### config.mk
export PLATFORM = sky130hd
export DESIGN_NAME = usb_config_descriptor_endpoint_finder_unit
export DESIGN_NICKNAME = d
export VERILOG_FILES = /design/src/rtl/core/ucdef_pkg.sv /design/src/rtl/core/ucdef_walker.sv /design/src/rtl/core/usb_config_descriptor_endpoint_finder_unit.sv
export VERILOG_INCLUDE_DIRS = /design/src /design/src/rtl/core
export SDC_FILE = /design/constraint.sdc
export NUM_CORES = 1
export LEC_CHECK = 0
export BUFFER_PORTS_ARGS = -buffer_cell sky130_fd_sc_hd__buf_2
export CAP_MARGIN = 15
export CORE_MARGIN = 3
export CORE_UTILIZATION = 67
export CTS_CLUSTER_SIZE = 16
export DETAILED_ROUTE_END_ITERATION = 6
export PLACE_DENSITY = 0.85
export SETUP_SLACK_MARGIN = 0.3
export SLEW_MARGIN = 30
export SYNTH_ARGS = -nofsm -noshare
export SYNTH_HDL_FRONTEND = slang
export SYNTH_SLANG_ARGS = --single-unit
### constraint.sdc
create_clock -name clk -period 15.2 [get_ports clk]
set_clock_uncertainty 0.1 [all_clocks]
set_input_delay 3.04 -clock clk [delete_from_list [all_inputs] [get_ports clk]]
set_output_delay 3.04 -clock clk [all_outputs]
set_load 0.01 [all_outputs]
### src/rtl/core/usb_config_descriptor_endpoint_finder_unit_macros.svh
// ----------------------------------------------------------------------------
// Assertion macros used by the endpoint finder unit.
// ----------------------------------------------------------------------------
`ifndef USB_CONFIG_DESCRIPTOR_ENDPOINT_FINDER_UNIT_MACROS_SVH
`define USB_CONFIG_DESCRIPTOR_ENDPOINT_FINDER_UNIT_MACROS_SVH

// Same-cycle implication, checked outside reset.
`define UCDEF_ASSERT_NOW(label, clk, rst_n, ante, cons) \
	label: assert property (@(posedge clk) disable iff (!(rst_n)) (ante) |-> (cons)) \
		else $error("ucdef: same-cycle check failed");

// Next-cycle implication, checked outside reset.
`define UCDEF_ASSERT_NEXT(label, clk, rst_n, ante, cons) \
	label: assert property (@(posedge clk) disable iff (!(rst_n)) (ante) |=> (cons)) \
		else $error("ucdef: next-cycle check failed");

`endif

### src/rtl/core/ucdef_pkg.sv
`timescale 1ns / 1ps
// ----------------------------------------------------------------------------
// ucdef_pkg
// Types and constants of the configuration descriptor endpoint finder.
// ----------------------------------------------------------------------------
package ucdef_pkg;

	// One input beat: a byte of the descriptor transfer.
	typedef struct packed {
		logic [7:0] data_byte;
		logic       byte_last;
		logic       transfer_failed;
	} in_beat_t;

	// One result beat, produced for the last byte of a transfer.
	typedef struct packed {
		logic [2:0] result_status;
		logic [7:0] in_ep_address;
		logic [7:0] out_ep_address;
		logic       interface_found;
		logic [7:0] interface_number;
		logic [1:0] walk_stop;
	} out_beat_t;

	// Descriptor codes.
	localparam logic [7:0] TYPE_INTERFACE = 8'h04;
	localparam logic [7:0] TYPE_ENDPOINT  = 8'h05;
	localparam logic [7:0] XFER_TYPE_MASK = 8'h03;
	localparam logic [7:0] XFER_BULK      = 8'h02;
	localparam logic [7:0] DIR_IN_BIT     = 8'h80;

	// Register reset: vendor specific class.
	localparam logic [7:0] WANTED_CLASS_RESET = 8'hFF;

	// Result status codes.
	localparam logic [2:0] STATUS_OK          = 3'd0;
	localparam logic [2:0] STATUS_XFER_FAILED = 3'd1;
	localparam logic [2:0] STATUS_TOO_SHORT   = 3'd2;
	localparam logic [2:0] STATUS_BAD_TOTAL   = 3'd3;
	localparam logic [2:0] STATUS_NO_ENDPOINT = 3'd4;

	// Walk stop codes.
	localparam logic [1:0] STOP_NONE      = 2'd0;
	localparam logic [1:0] STOP_SHORT_LEN = 2'd1;
	localparam logic [1:0] STOP_CUT       = 2'd2;
	localparam logic [1:0] STOP_PAST_TOTAL = 2'd3;

	// Smallest transfer that holds a configuration descriptor header.
	localparam int unsigned MIN_CONFIG_BYTES = 9;

endpackage

### src/rtl/core/ucdef_walker.sv
`timescale 1ns / 1ps
// ----------------------------------------------------------------------------
// ucdef_walker
// Holds the descriptor walk state, folds in one byte per step and forms the
// result for the last byte of a transfer.
// ----------------------------------------------------------------------------
module ucdef_walker
	import ucdef_pkg::*;
#(
	parameter int unsigned MAX_CONFIG_BYTES = 256
) (
	input  logic       clk,
	input  logic       arst_n,
	input  logic       step,
	input  in_beat_t   beat,
	input  logic [7:0] wanted_class,
	output out_beat_t  result
);

	localparam int unsigned CW = $clog2(MAX_CONFIG_BYTES + 1);
	localparam int unsigned RW = ((CW > 8) ? CW : 8) + 1;
	localparam int unsigned SW = ((CW > 16) ? CW : 16) + 1;

	logic [CW-1:0] byte_count_q, desc_start_q;
	logic [15:0]   total_length_q;
	logic [7:0]    desc_length_q, desc_type_q, field_a_q, field_b_q;
	logic          in_chosen_q, chosen_valid_q;
	logic [7:0]    chosen_number_q, found_in_q, found_out_q;
	logic [1:0]    stop_q;

	logic [CW-1:0] byte_count_n, desc_start_n;
	logic [15:0]   total_length_n;
	logic [7:0]    desc_length_n, desc_type_n, field_a_n, field_b_n;
	logic          in_chosen_n, chosen_valid_n;
	logic [7:0]    chosen_number_n, found_in_n, found_out_n;
	logic [1:0]    stop_n;

	logic [CW-1:0] idx, rel;
	logic [7:0]    b;
	logic          take;
	logic [1:0]    stop_rep;
	logic [2:0]    status;

	assign idx  = byte_count_q;
	assign b    = beat.data_byte;
	assign take = byte_count_q < CW'(MAX_CONFIG_BYTES);
	assign rel  = idx - desc_start_q;

	// Fold one byte into the walk state.
	always_comb begin
		byte_count_n    = byte_count_q;
		desc_start_n    = desc_start_q;
		total_length_n  = total_length_q;
		desc_length_n   = desc_length_q;
		desc_type_n     = desc_type_q;
		field_a_n       = field_a_q;
		field_b_n       = field_b_q;
		in_chosen_n     = in_chosen_q;
		chosen_valid_n  = chosen_valid_q;
		chosen_number_n = chosen_number_q;
		found_in_n      = found_in_q;
		found_out_n     = found_out_q;
		stop_n          = stop_q;
		if (take) begin
			byte_count_n = idx + CW'(1);
			// wTotalLength sits in bytes two and three, low byte first.
			if (idx == CW'(2)) begin
				total_length_n = {8'h00, b};
			end
			if (idx == CW'(3)) begin
				total_length_n = {b, total_length_q[7:0]};
				// A first descriptor that already ended gets its bound check now.
				if (stop_q == STOP_NONE &&
				    (desc_start_q == CW'(2) || desc_start_q == CW'(3)) &&
				    SW'(total_length_n) < SW'(desc_start_q)) begin
					stop_n = STOP_PAST_TOTAL;
				end
			end
			if (stop_n == STOP_NONE && idx >= desc_start_q) begin
				if (rel == CW'(0)) begin
					desc_length_n = b;
				end else if (rel == CW'(1) && desc_length_q < 8'd2) begin
					desc_type_n = b;
					stop_n      = STOP_SHORT_LEN;
				end else begin
					if (rel == CW'(1)) begin
						desc_type_n = b;
					end else if (rel == CW'(2)) begin
						field_a_n = b;
					end else if ((rel == CW'(3) && desc_type_q == TYPE_ENDPOINT) ||
					             (rel == CW'(5) && desc_type_q == TYPE_INTERFACE)) begin
						field_b_n = b;
					end
					// Last byte of the descriptor: check the bound, then apply it.
					if (RW'(rel) + RW'(1) == RW'(desc_length_q)) begin
						if (idx >= CW'(3) &&
						    SW'(desc_start_q) + SW'(desc_length_q) > SW'(total_length_n)) begin
							stop_n = STOP_PAST_TOTAL;
						end else begin
							desc_start_n = desc_start_q + CW'(desc_length_q);
							if (desc_type_n == TYPE_INTERFACE && desc_length_q >= 8'd6) begin
								in_chosen_n = (field_b_n == wanted_class);
								if (field_b_n == wanted_class) begin
									chosen_valid_n  = 1'b1;
									chosen_number_n = field_a_n;
								end
							end else if (desc_type_n == TYPE_ENDPOINT &&
							             desc_length_q >= 8'd4 && in_chosen_q) begin
								if ((field_b_n & XFER_TYPE_MASK) == XFER_BULK) begin
									if ((field_a_n & DIR_IN_BIT) != 8'h00) begin
										if (found_in_q == 8'h00) begin
											found_in_n = field_a_n;
										end
									end else if (found_out_q == 8'h00) begin
										found_out_n = field_a_n;
									end
								end
							end
						end
					end
				end
			end
		end
	end

	// Result for the last byte, from the state after this byte.
	always_comb begin
		stop_rep = stop_n;
		if (stop_n == STOP_NONE && SW'(byte_count_n) >= SW'(desc_start_n) + SW'(2)) begin
			stop_rep = STOP_CUT;
		end
		if (beat.transfer_failed) begin
			status = STATUS_XFER_FAILED;
		end else if (byte_count_n < CW'(MIN_CONFIG_BYTES)) begin
			status = STATUS_TOO_SHORT;
		end else if (total_length_n == 16'h0000 ||
		             SW'(total_length_n) > SW'(byte_count_n)) begin
			status = STATUS_BAD_TOTAL;
		end else if (found_in_n != 8'h00 && found_out_n != 8'h00) begin
			status = STATUS_OK;
		end else begin
			status = STATUS_NO_ENDPOINT;
		end
		result = '0;
		result.result_status = status;
		if (status == STATUS_OK || status == STATUS_NO_ENDPOINT) begin
			result.in_ep_address    = found_in_n;
			result.out_ep_address   = found_out_n;
			result.interface_found  = chosen_valid_n;
			result.interface_number = chosen_number_n;
			result.walk_stop        = stop_rep;
		end
	end

	// Walk state; the last byte of a transfer clears it for the next one.
	always_ff @(posedge clk or negedge arst_n) begin
		if (!arst_n) begin
			byte_count_q    <= '0;
			desc_start_q    <= '0;
			total_length_q  <= '0;
			desc_length_q   <= '0;
			desc_type_q     <= '0;
			field_a_q       <= '0;
			field_b_q       <= '0;
			in_chosen_q     <= 1'b1;
			chosen_valid_q  <= 1'b0;
			chosen_number_q <= '0;
			found_in_q      <= '0;
			found_out_q     <= '0;
			stop_q          <= STOP_NONE;
		end else if (step) begin
			if (beat.byte_last) begin
				byte_count_q    <= '0;
				desc_start_q    <= '0;
				total_length_q  <= '0;
				desc_length_q   <= '0;
				desc_type_q     <= '0;
				field_a_q       <= '0;
				field_b_q       <= '0;
				in_chosen_q     <= 1'b1;
				chosen_valid_q  <= 1'b0;
				chosen_number_q <= '0;
				found_in_q      <= '0;
				found_out_q     <= '0;
				stop_q          <= STOP_NONE;
			end else begin
				byte_count_q    <= byte_count_n;
				desc_start_q    <= desc_start_n;
				total_length_q  <= total_length_n;
				desc_length_q   <= desc_length_n;
				desc_type_q     <= desc_type_n;
				field_a_q       <= field_a_n;
				field_b_q       <= field_b_n;
				in_chosen_q     <= in_chosen_n;
				chosen_valid_q  <= chosen_valid_n;
				chosen_number_q <= chosen_number_n;
				found_in_q      <= found_in_n;
				found_out_q     <= found_out_n;
				stop_q          <= stop_n;
			end
		end
	end

endmodule

### src/rtl/core/usb_config_descriptor_endpoint_finder_unit.sv
`timescale 1ns / 1ps
// ----------------------------------------------------------------------------
// usb_config_descriptor_endpoint_finder_unit
// Walks a USB configuration descriptor byte by byte and reports the first
// bulk IN and OUT endpoints in wanted-class interfaces or before any interface.
// ----------------------------------------------------------------------------
// Usage:
// The input channel carries one descriptor byte per beat, with byte_last on
// the final byte and transfer_failed sampled on that byte. The output channel
// carries one result beat per transfer, for its last byte; other bytes give
// no result. Both channels use valid and stall. A byte enters an input
// register on acceptance and is folded into the walk state as it leaves
// that register. One byte per cycle is taken while in_stall is low; the
// walk update between the input and result registers is combinational.
// While a result waits under stall, further bytes of the next transfer are
// still taken; only a second last byte holds in the input register, and
// then in_stall rises. Bytes past MAX_CONFIG_BYTES are dropped. Reset
// clears the walk, empties both registers and sets the wanted class to
// 0xFF. The user must write wanted_class through cfg_wr_en only while the
// block is idle; the block does not enforce it.
// ----------------------------------------------------------------------------
module usb_config_descriptor_endpoint_finder_unit
	import ucdef_pkg::*;
#(
	parameter int unsigned MAX_CONFIG_BYTES = 256
) (
	input  logic       clk,
	input  logic       arst_n,
	input  logic       cfg_wr_en,
	input  logic [7:0] cfg_wr_data,
	input  logic       in_valid,
	output logic       in_stall,
	input  in_beat_t   in_beat,
	output logic       out_valid,
	input  logic       out_stall,
	output out_beat_t  out_beat
);

	`include "usb_config_descriptor_endpoint_finder_unit_macros.svh"

	logic [7:0] wanted_class_q;
	logic       valid_s1;
	in_beat_t   beat_s1;
	logic       adv_s1;
	logic       out_valid_q;
	out_beat_t  out_beat_q;
	out_beat_t  result;

	// Configuration register.
	always_ff @(posedge clk or negedge arst_n) begin
		if (!arst_n) begin
			wanted_class_q <= WANTED_CLASS_RESET;
		end else if (cfg_wr_en) begin
			wanted_class_q <= cfg_wr_data;
		end
	end

	// A byte leaves the input register unless it is a last byte and the
	// result register still holds an untaken beat.
	assign adv_s1   = valid_s1 && !(beat_s1.byte_last && out_valid_q && out_stall);
	assign in_stall = valid_s1 && !adv_s1;

	// Input register.
	always_ff @(posedge clk or negedge arst_n) begin
		if (!arst_n) begin
			valid_s1 <= 1'b0;
		end else if (!in_stall) begin
			valid_s1 <= in_valid;
		end
	end

	always_ff @(posedge clk) begin
		if (in_valid && !in_stall) begin
			beat_s1 <= in_beat;
		end
	end

	ucdef_walker #(
		.MAX_CONFIG_BYTES(MAX_CONFIG_BYTES)
	) u_walker (
		.clk         (clk),
		.arst_n      (arst_n),
		.step        (adv_s1),
		.beat        (beat_s1),
		.wanted_class(wanted_class_q),
		.result      (result)
	);

	// Result register.
	always_ff @(posedge clk or negedge arst_n) begin
		if (!arst_n) begin
			out_valid_q <= 1'b0;
		end else if (adv_s1 && beat_s1.byte_last) begin
			out_valid_q <= 1'b1;
		end else if (!out_stall) begin
			out_valid_q <= 1'b0;
		end
	end

	always_ff @(posedge clk) begin
		if (adv_s1 && beat_s1.byte_last) begin
			out_beat_q <= result;
		end
	end

	assign out_valid = out_valid_q;
	assign out_beat  = out_beat_q;

	// Input stalls only behind a held result.
	`UCDEF_ASSERT_NOW(a_stall_cause, clk, arst_n, in_stall, out_valid && out_stall)
	// An early status hides the walk.
	`UCDEF_ASSERT_NOW(a_early_status_clean, clk, arst_n,
		out_valid && (out_beat.result_status == STATUS_XFER_FAILED ||
		out_beat.result_status == STATUS_TOO_SHORT ||
		out_beat.result_status == STATUS_BAD_TOTAL),
		out_beat.in_ep_address == 8'h00 && out_beat.out_ep_address == 8'h00 &&
		!out_beat.interface_found && out_beat.interface_number == 8'h00 &&
		out_beat.walk_stop == STOP_NONE)
	// An ok status means both endpoints were found.
	`UCDEF_ASSERT_NOW(a_ok_has_endpoints, clk, arst_n,
		out_valid && out_beat.result_status == STATUS_OK,
		out_beat.in_ep_address != 8'h00 && out_beat.out_ep_address != 8'h00)
	// No interface number without a matching interface.
	`UCDEF_ASSERT_NOW(a_number_needs_match, clk, arst_n,
		out_valid && !out_beat.interface_found, out_beat.interface_number == 8'h00)
	// A last byte that moves on always leaves a result behind.
	`UCDEF_ASSERT_NEXT(a_last_gives_result, clk, arst_n,
		valid_s1 && beat_s1.byte_last && adv_s1, out_valid)

endmodule

# == Word level (Yosys, flattened, before mapping) ==
# Cells that the tools add are included.
# op_classes
n_bitwise,1
add_sub_neg,6
mux,118
n_eq_ne,20
reduce_logical,45
magnitude_cmp,11
# op_table
cell,n
two-way mux 8 bit,70
two-way mux 9 bit,9
two-way mux 16 bit,5
equality test 9 x 2 -> 1 bit (second input constant),6
equality test 8 x 3 -> 1 bit (second input constant),4
two-way mux 2 bit,11
two-way mux 1 bit,19
logical AND 1 bit,18
>= comparator 9 x 17 -> 1 bit,1
greater-than comparator 17 x 16 -> 1 bit,1
>= comparator 8 x 3 -> 1 bit (second input constant),2
greater-than comparator 16 x 9 -> 1 bit,1
logical NOT 16 bit,1
logical NOT 8 bit,2
less-than comparator 16 x 9 -> 1 bit,1
nonzero test 8 bit,2
two-way mux 3 bit,4
adder 9 x 1 -> 10 bit (second input constant),1
adder 9 x 2 -> 10 bit (second input constant),1
adder 9 x 8 -> 10 bit,1
equality test 10 x 8 -> 1 bit,1
nonzero test 2 bit,5
adder 9 x 1 -> 9 bit (second input constant),1
adder 9 x 8 -> 9 bit,1
other kinds (23),33
# totals
output_inout_bits,32
regBits,144

# == Longest topological paths before layout ==
# depth
depth_word,32
depth_mapped,34
ltp_nobuf,32

# == Modules after synthesis ==
# A second synthesis with hierarchy kept.
# unflattened
cells_unflattened,969
hier_area_um2,9306.4
# by_module_without_submodules
mod,cells_each,instances,area_each_um2
ucdef_walker,900,1,7664.9
usb_config_descriptor_endpoint_finder_unit,69,1,1641.6

# == Least setup slack after synthesis ==
# No wires, ideal clock.
# synth_path
kind,input port to output port
from,input out_stall
to,output in_stall
arrival_ns,3.268
path_slack_ns,8.792
required_ns,12.060
stages,2
cell_sequence,nand4_1 > inv_1
# synth_via
elab_chain_cells,5
# synth_lines
element,line_no,rtl
from (decl),usb_config_descriptor_endpoint_finder_unit.sv:35,"input logic out_stall,"
logical AND 1 bit,usb_config_descriptor_endpoint_finder_unit.sv:60,assign adv_s1 = valid_s1 && !(beat_s1.byte_last && out_valid_q && out_stall);
logical NOT 1 bit,usb_config_descriptor_endpoint_finder_unit.sv:60,
logical AND 1 bit,usb_config_descriptor_endpoint_finder_unit.sv:60,
logical NOT 1 bit,usb_config_descriptor_endpoint_finder_unit.sv:61,assign in_stall = valid_s1 && !adv_s1;
logical AND 1 bit,usb_config_descriptor_endpoint_finder_unit.sv:61,
to (decl),usb_config_descriptor_endpoint_finder_unit.sv:32,"output logic in_stall,"
# No other way between the ends.

# == Final worst setup path ==
# layout_path
from,register u_walker.desc_start_q[0]
to,"register out_beat_q (netlist bit out_beat[1]), data pin"
# layout_via
elab_chain_cells,29
# layout_lines
element,line_no,rtl
from (decl),ucdef_walker.sv:24,"logic [CW-1:0] byte_count_q, desc_start_q;"
from (signal assigned),ucdef_walker.sv:188,desc_start_q <= desc_start_n;
subtractor 9 bit,ucdef_walker.sv:47,assign rel = idx - desc_start_q;
equality test 9 x 2 -> 1 bit / equality test 9 x 3 -> 1 bit (equally long branches),"ucdef_walker.sv:90, ucdef_walker.sv:91",
logical AND 1 bit (on tied branches),"ucdef_walker.sv:90, ucdef_walker.sv:91",
logical OR 1 bit,ucdef_walker.sv:90,end else if ((rel == CW'(3) && desc_type_q == TYPE_ENDPOINT) ||
two-way mux 8 bit,ucdef_walker.sv:90,
two-way mux 8 bit,ucdef_walker.sv:88,end else if (rel == CW'(2)) begin
two-way mux 8 bit,ucdef_walker.sv:86,if (rel == CW'(1)) begin
two-way mux 8 bit,ucdef_walker.sv:82,end else if (rel == CW'(1) && desc_length_q < 8'd2) begin
(+13 left out),--,
nonzero test 8 bit,ucdef_walker.sv:139,end else if (found_in_n != 8'h00 && found_out_n != 8'h00) begin
logical AND 1 bit,ucdef_walker.sv:139,
two-way mux 3 bit,ucdef_walker.sv:139,
two-way mux 3 bit,ucdef_walker.sv:136,end else if (total_length_n == 16'h0000 ||
two-way mux 3 bit,ucdef_walker.sv:134,end else if (byte_count_n < CW'(MIN_CONFIG_BYTES)) begin
two-way mux 3 bit,ucdef_walker.sv:132,if (beat.transfer_failed) begin
equality test 3 bit / logical NOT 3 bit (equally long branches),ucdef_walker.sv:146,if (status == STATUS_OK || status == STATUS_NO_ENDPOINT) begin
logical OR 1 bit,ucdef_walker.sv:146,
to (signal assigned),usb_config_descriptor_endpoint_finder_unit.sv:102,out_beat_q <= result;
to (decl),usb_config_descriptor_endpoint_finder_unit.sv:46,out_beat_t out_beat_q;
# Several ways; a longest one is shown, not always the timed one. The select of a mux whose other input is x is not followed.
# A chain may end at the register's enable or synchronous reset.

==> metrics.md <==
| Metric | Value |
|---|---|
| Status | `complete, no violations` |
| Power share of the clock group | `around 27%` |
| Die Y | `about 120 um` |
| Setup Buffers After CTS | `0` |
| Core Util, Final | `76.23%` |
| Reg2Reg Setup Slack | `8420 ps` |
| Hold Path Class | `reg -> reg` |
| WL met2 | `roughly 11000 um` |
| Worst-Margin Slew | `around 1100 ps` |
| Aggregate negative setup slack | `0 ps` |
| Root buffer cell | `clkbuf_16` |
| Worst vdd ir | `~0.15 mV` |
| Drt total wl | `25690 um` |
| P_leak | `~4.6 nW` |
| Highest metal used | `met4` |
| Number of unique standard cell types used by synthesis | `77` |
| Total CTS buffers | `17` |
| Pre-antenna DRT Iters | `6` |
| Row count | `42` |
| Routed wl met3 | `about 2500 um` |
| Fmax | `approximately 150 MHz` |
| Sequential element share of the synthesized area | `between 40% and 50%` |
| Register bit total from synthesis | `~140` |
| CP peak stage delay | `roughly 770 ps` |
| Vias per cell | `6.747` |
| ANT cells | `0` |
| Clock transition at path regs | `roughly 70 ps` |
| Port bufs | `54` |
| Crit path capture type | `register` |
| Largest net degree at the start of global routing | `79` |
| Fin nets | `1096` |
| Hold Path Sink | `u_walker.total_length_q[8]` |
| FF-to-FF Start | `u_walker.desc_start_q[0]` |
| Post-synth ARST share | `approximately 72%` |
| Max Buffers Root-to-Sink | `2` |
| Power Internal | `~890 uW` |
| Starting Density | `around 70%` |
| Sequential share of power | `~33%` |
| DRC errors left | `0` |
| PostCTS Resize Cnt | `0` |
| Antenna viol nets, final | `0` |
| Combinational share of power | `roughly 40%` |
| Pwr/cell area | `between 100 and 150 mW/mm^2` |
| Placer Congestion | `roughly 1` |
| Core area | `around 0.013 mm^2` |
| Vias in the first global route | `7587` |
| Total GRT Usage | `34.94%` |
| Final period utilization | `around 45%` |
| Max_slew headroom | `between 20% and 30%` |
| Kind of critical path | `reg -> reg` |
| Slowest cell on crit path | `nor4_2` |
| Primary FF master, synth | `dfrtp_1` |
| First-pass GRT wire length | `between 40000 and 50000 um` |
| Mapped Cells | `roughly 980` |
| Hold-fix buffers at CTS | `0` |
| DIE AREA | `about 0.015 mm^2` |
| Initial antenna violation count | `0` |
| Htree depth | `4` |
| Total power | `between 1 and 1.5 mW` |
| Layout area overhead | `10.09%` |
| GR Overflow Total | `0` |
| Worst hold start | `u_walker.total_length_q[8]` |
| First DRT Iteration DRCs | `~1100` |
| Crit path DAT | `around 6900 ps` |
| RSZ-0062 raised after global routing | `no` |
| Worst EP required | `between 15000 and 20000 ps` |
| Hold slack | `between 400 and 500 ps` |
| DIE WIDTH | `between 100 and 150 um` |
| Clock sink count | `144` |
| Buffers and inverters on the worst path | `1` |
| Syn_area_per_cell | `approximately 9.5 um^2` |
| P_sw | `~600 uW` |
| # IOs | `55` |
| Reg-to-reg endpoint | `out_beat[1]` |
| Minimum clock period | `6784 ps` |
| Mapped Nets | `about 1100` |
| Number of synthesized flops with an enable pin | `40` |
| HPWL Detailed | `~18000 um` |
| Final setup violating endpoints | `0` |
| Final hold violation count | `0` |
| Vias | `~8000` |
| CTS tree | `yes` |
| Max FO, Critical Path | `6` |
| Ys Warns | `0` |
| Reg2reg path depth | `29` |
| Fraction of layout cells with a size suffix above 1 | `between 10% and 20%` |
| WHS Path Cells | `2` |
| Synth Cell Area | `0.009279 mm^2` |
| Slew Limit Fails | `0` |
| WL/cell | `around 21 um` |
| Net Sw Frac | `slightly above 40%` |
| Most frequent cells in the layout | `nand2_1 (98), dfrtp_1 (95), o21ai_0 (73)` |
| CP startpoint kind | `register` |
| Commonest non-fill, non-tap cell in the layout | `nand2_1` |
| Pre-CTS setup slack | `8587 ps` |
| Fin worst setup slack | `8416 ps` |
| MaxCap Viol Count | `0` |
| M1 WL | `about 11000 um` |
| Worst skew pair latency | `approximately 430 ps` |
| Largest delay contributor family on the critical path | `compound AO/OA/AOI/OAI gates` |
-- cell type report --
class	count	area, um^2
Clock buffer	18	439.2
Tap cell	176	220.2
Sequential cell	144	3815
Clock inverter	14	135.1
Inverter	64	240.2
Timing Repair Buffer	63	347.8
Fill cell	979	3186
Multi-Input combinational cell	721	5017
-- through the flow --
stage          instance area (um^2)  cells
3_3_place_gp                   9625   1167
2_1_floorplan                  9279    975
3_5_place_dp                   9637   1168
5_1_grt                       10210   1200
4_1_cts                       10210   1200
6_report                      10210   1200
-- power by group through the flow --
stage	registers, mW	clock network, mW	logic [mW]
after floorplan	0.472	0	0.443
after global placement	0.490	0	0.571
after detailed placement	0.491	0	0.581
after CTS	0.484	0.408	0.584
after global routing	0.490	0.428	0.660
final	0.487	0.409	0.601
-- synthesized netlist by cell type, types with 12 or more instances --
master	n	area (um^2)
a21oi_1	50	250.2
a22o_1	36	315.3
and3_1	12	75.07
clkbuf_1	30	112.6
dfrtp_1	95	2377
edfxtp_1	40	1201
ha_1	60	750.7
inv_1	62	232.7
mux2_2	12	135.1
mux2i_1	22	220.2
nand2_1	98	367.9
nand2b_1	13	81.33
nand3_1	31	155.2
nand4_1	15	93.84
nor2_1	60	225.2
nor3_1	19	95.09
nor4_1	15	93.84
o21ai_0	73	365.4
xnor2_1	23	201.4
xor2_1	17	148.9
-- registers in the layout, summed over array words and instances (netlist names), 2 cells and up --
register	flops
wanted_class_q	8
u_walker.desc_type_q	8
u_walker.total_length_q	16
beat_s1	10
u_walker.desc_length_q	8
u_walker.found_in_q	8
u_walker.field_b_q	8
u_walker.stop_q	2
u_walker.field_a_q	8
u_walker.byte_count_q	9
u_walker.desc_start_q	9
u_walker.found_out_q	8
u_walker.chosen_number_q	8
out_beat	30
-- worst min-delay path, cell delays in order (launching register included) --
cell and delay, ps:
dfrtp_1 350, nand2_1 50, o21ai_0 60
-- layer usage --
metal / vias up / track usage, %
met5: - / 0
met4: 0 / 15.09
met3: 78 / 6.767
met2: 497 / 50.96
met1: 3865 / 51.02
li1: 3656 / -
-- logic make-up (layout without fill, tap and decap cells) --
kind of cell    after synthesis  after routing  share of synthesized area (%)
simple gates                329            329                          18.53
compound gates              247            247                          17.45
flops                       144            144                          41.11
buf+inv                     110            159                          4.868
fa+ha+maj                    62             62                          8.522
xor+xnor                     44             44                          4.760
mux                          39             39                          4.760
-- worst max path at each step --
stage	from	endpoint	slack (ps)	cells after the start
6_report	u_walker.desc_start_q[0]	out_beat[1]	8420	29
5_1_grt	u_walker.desc_start_q[0]	out_beat[1]	7940	30
4_1_cts	u_walker.desc_start_q[0]	out_beat[1]	8570	30
3_5_place_dp	out_stall	in_stall	8590	4
3_3_place_gp	out_stall	in_stall	8590	4
2_1_floorplan	out_stall	in_stall	8790	2
Power figures use the tool's default switching activity.
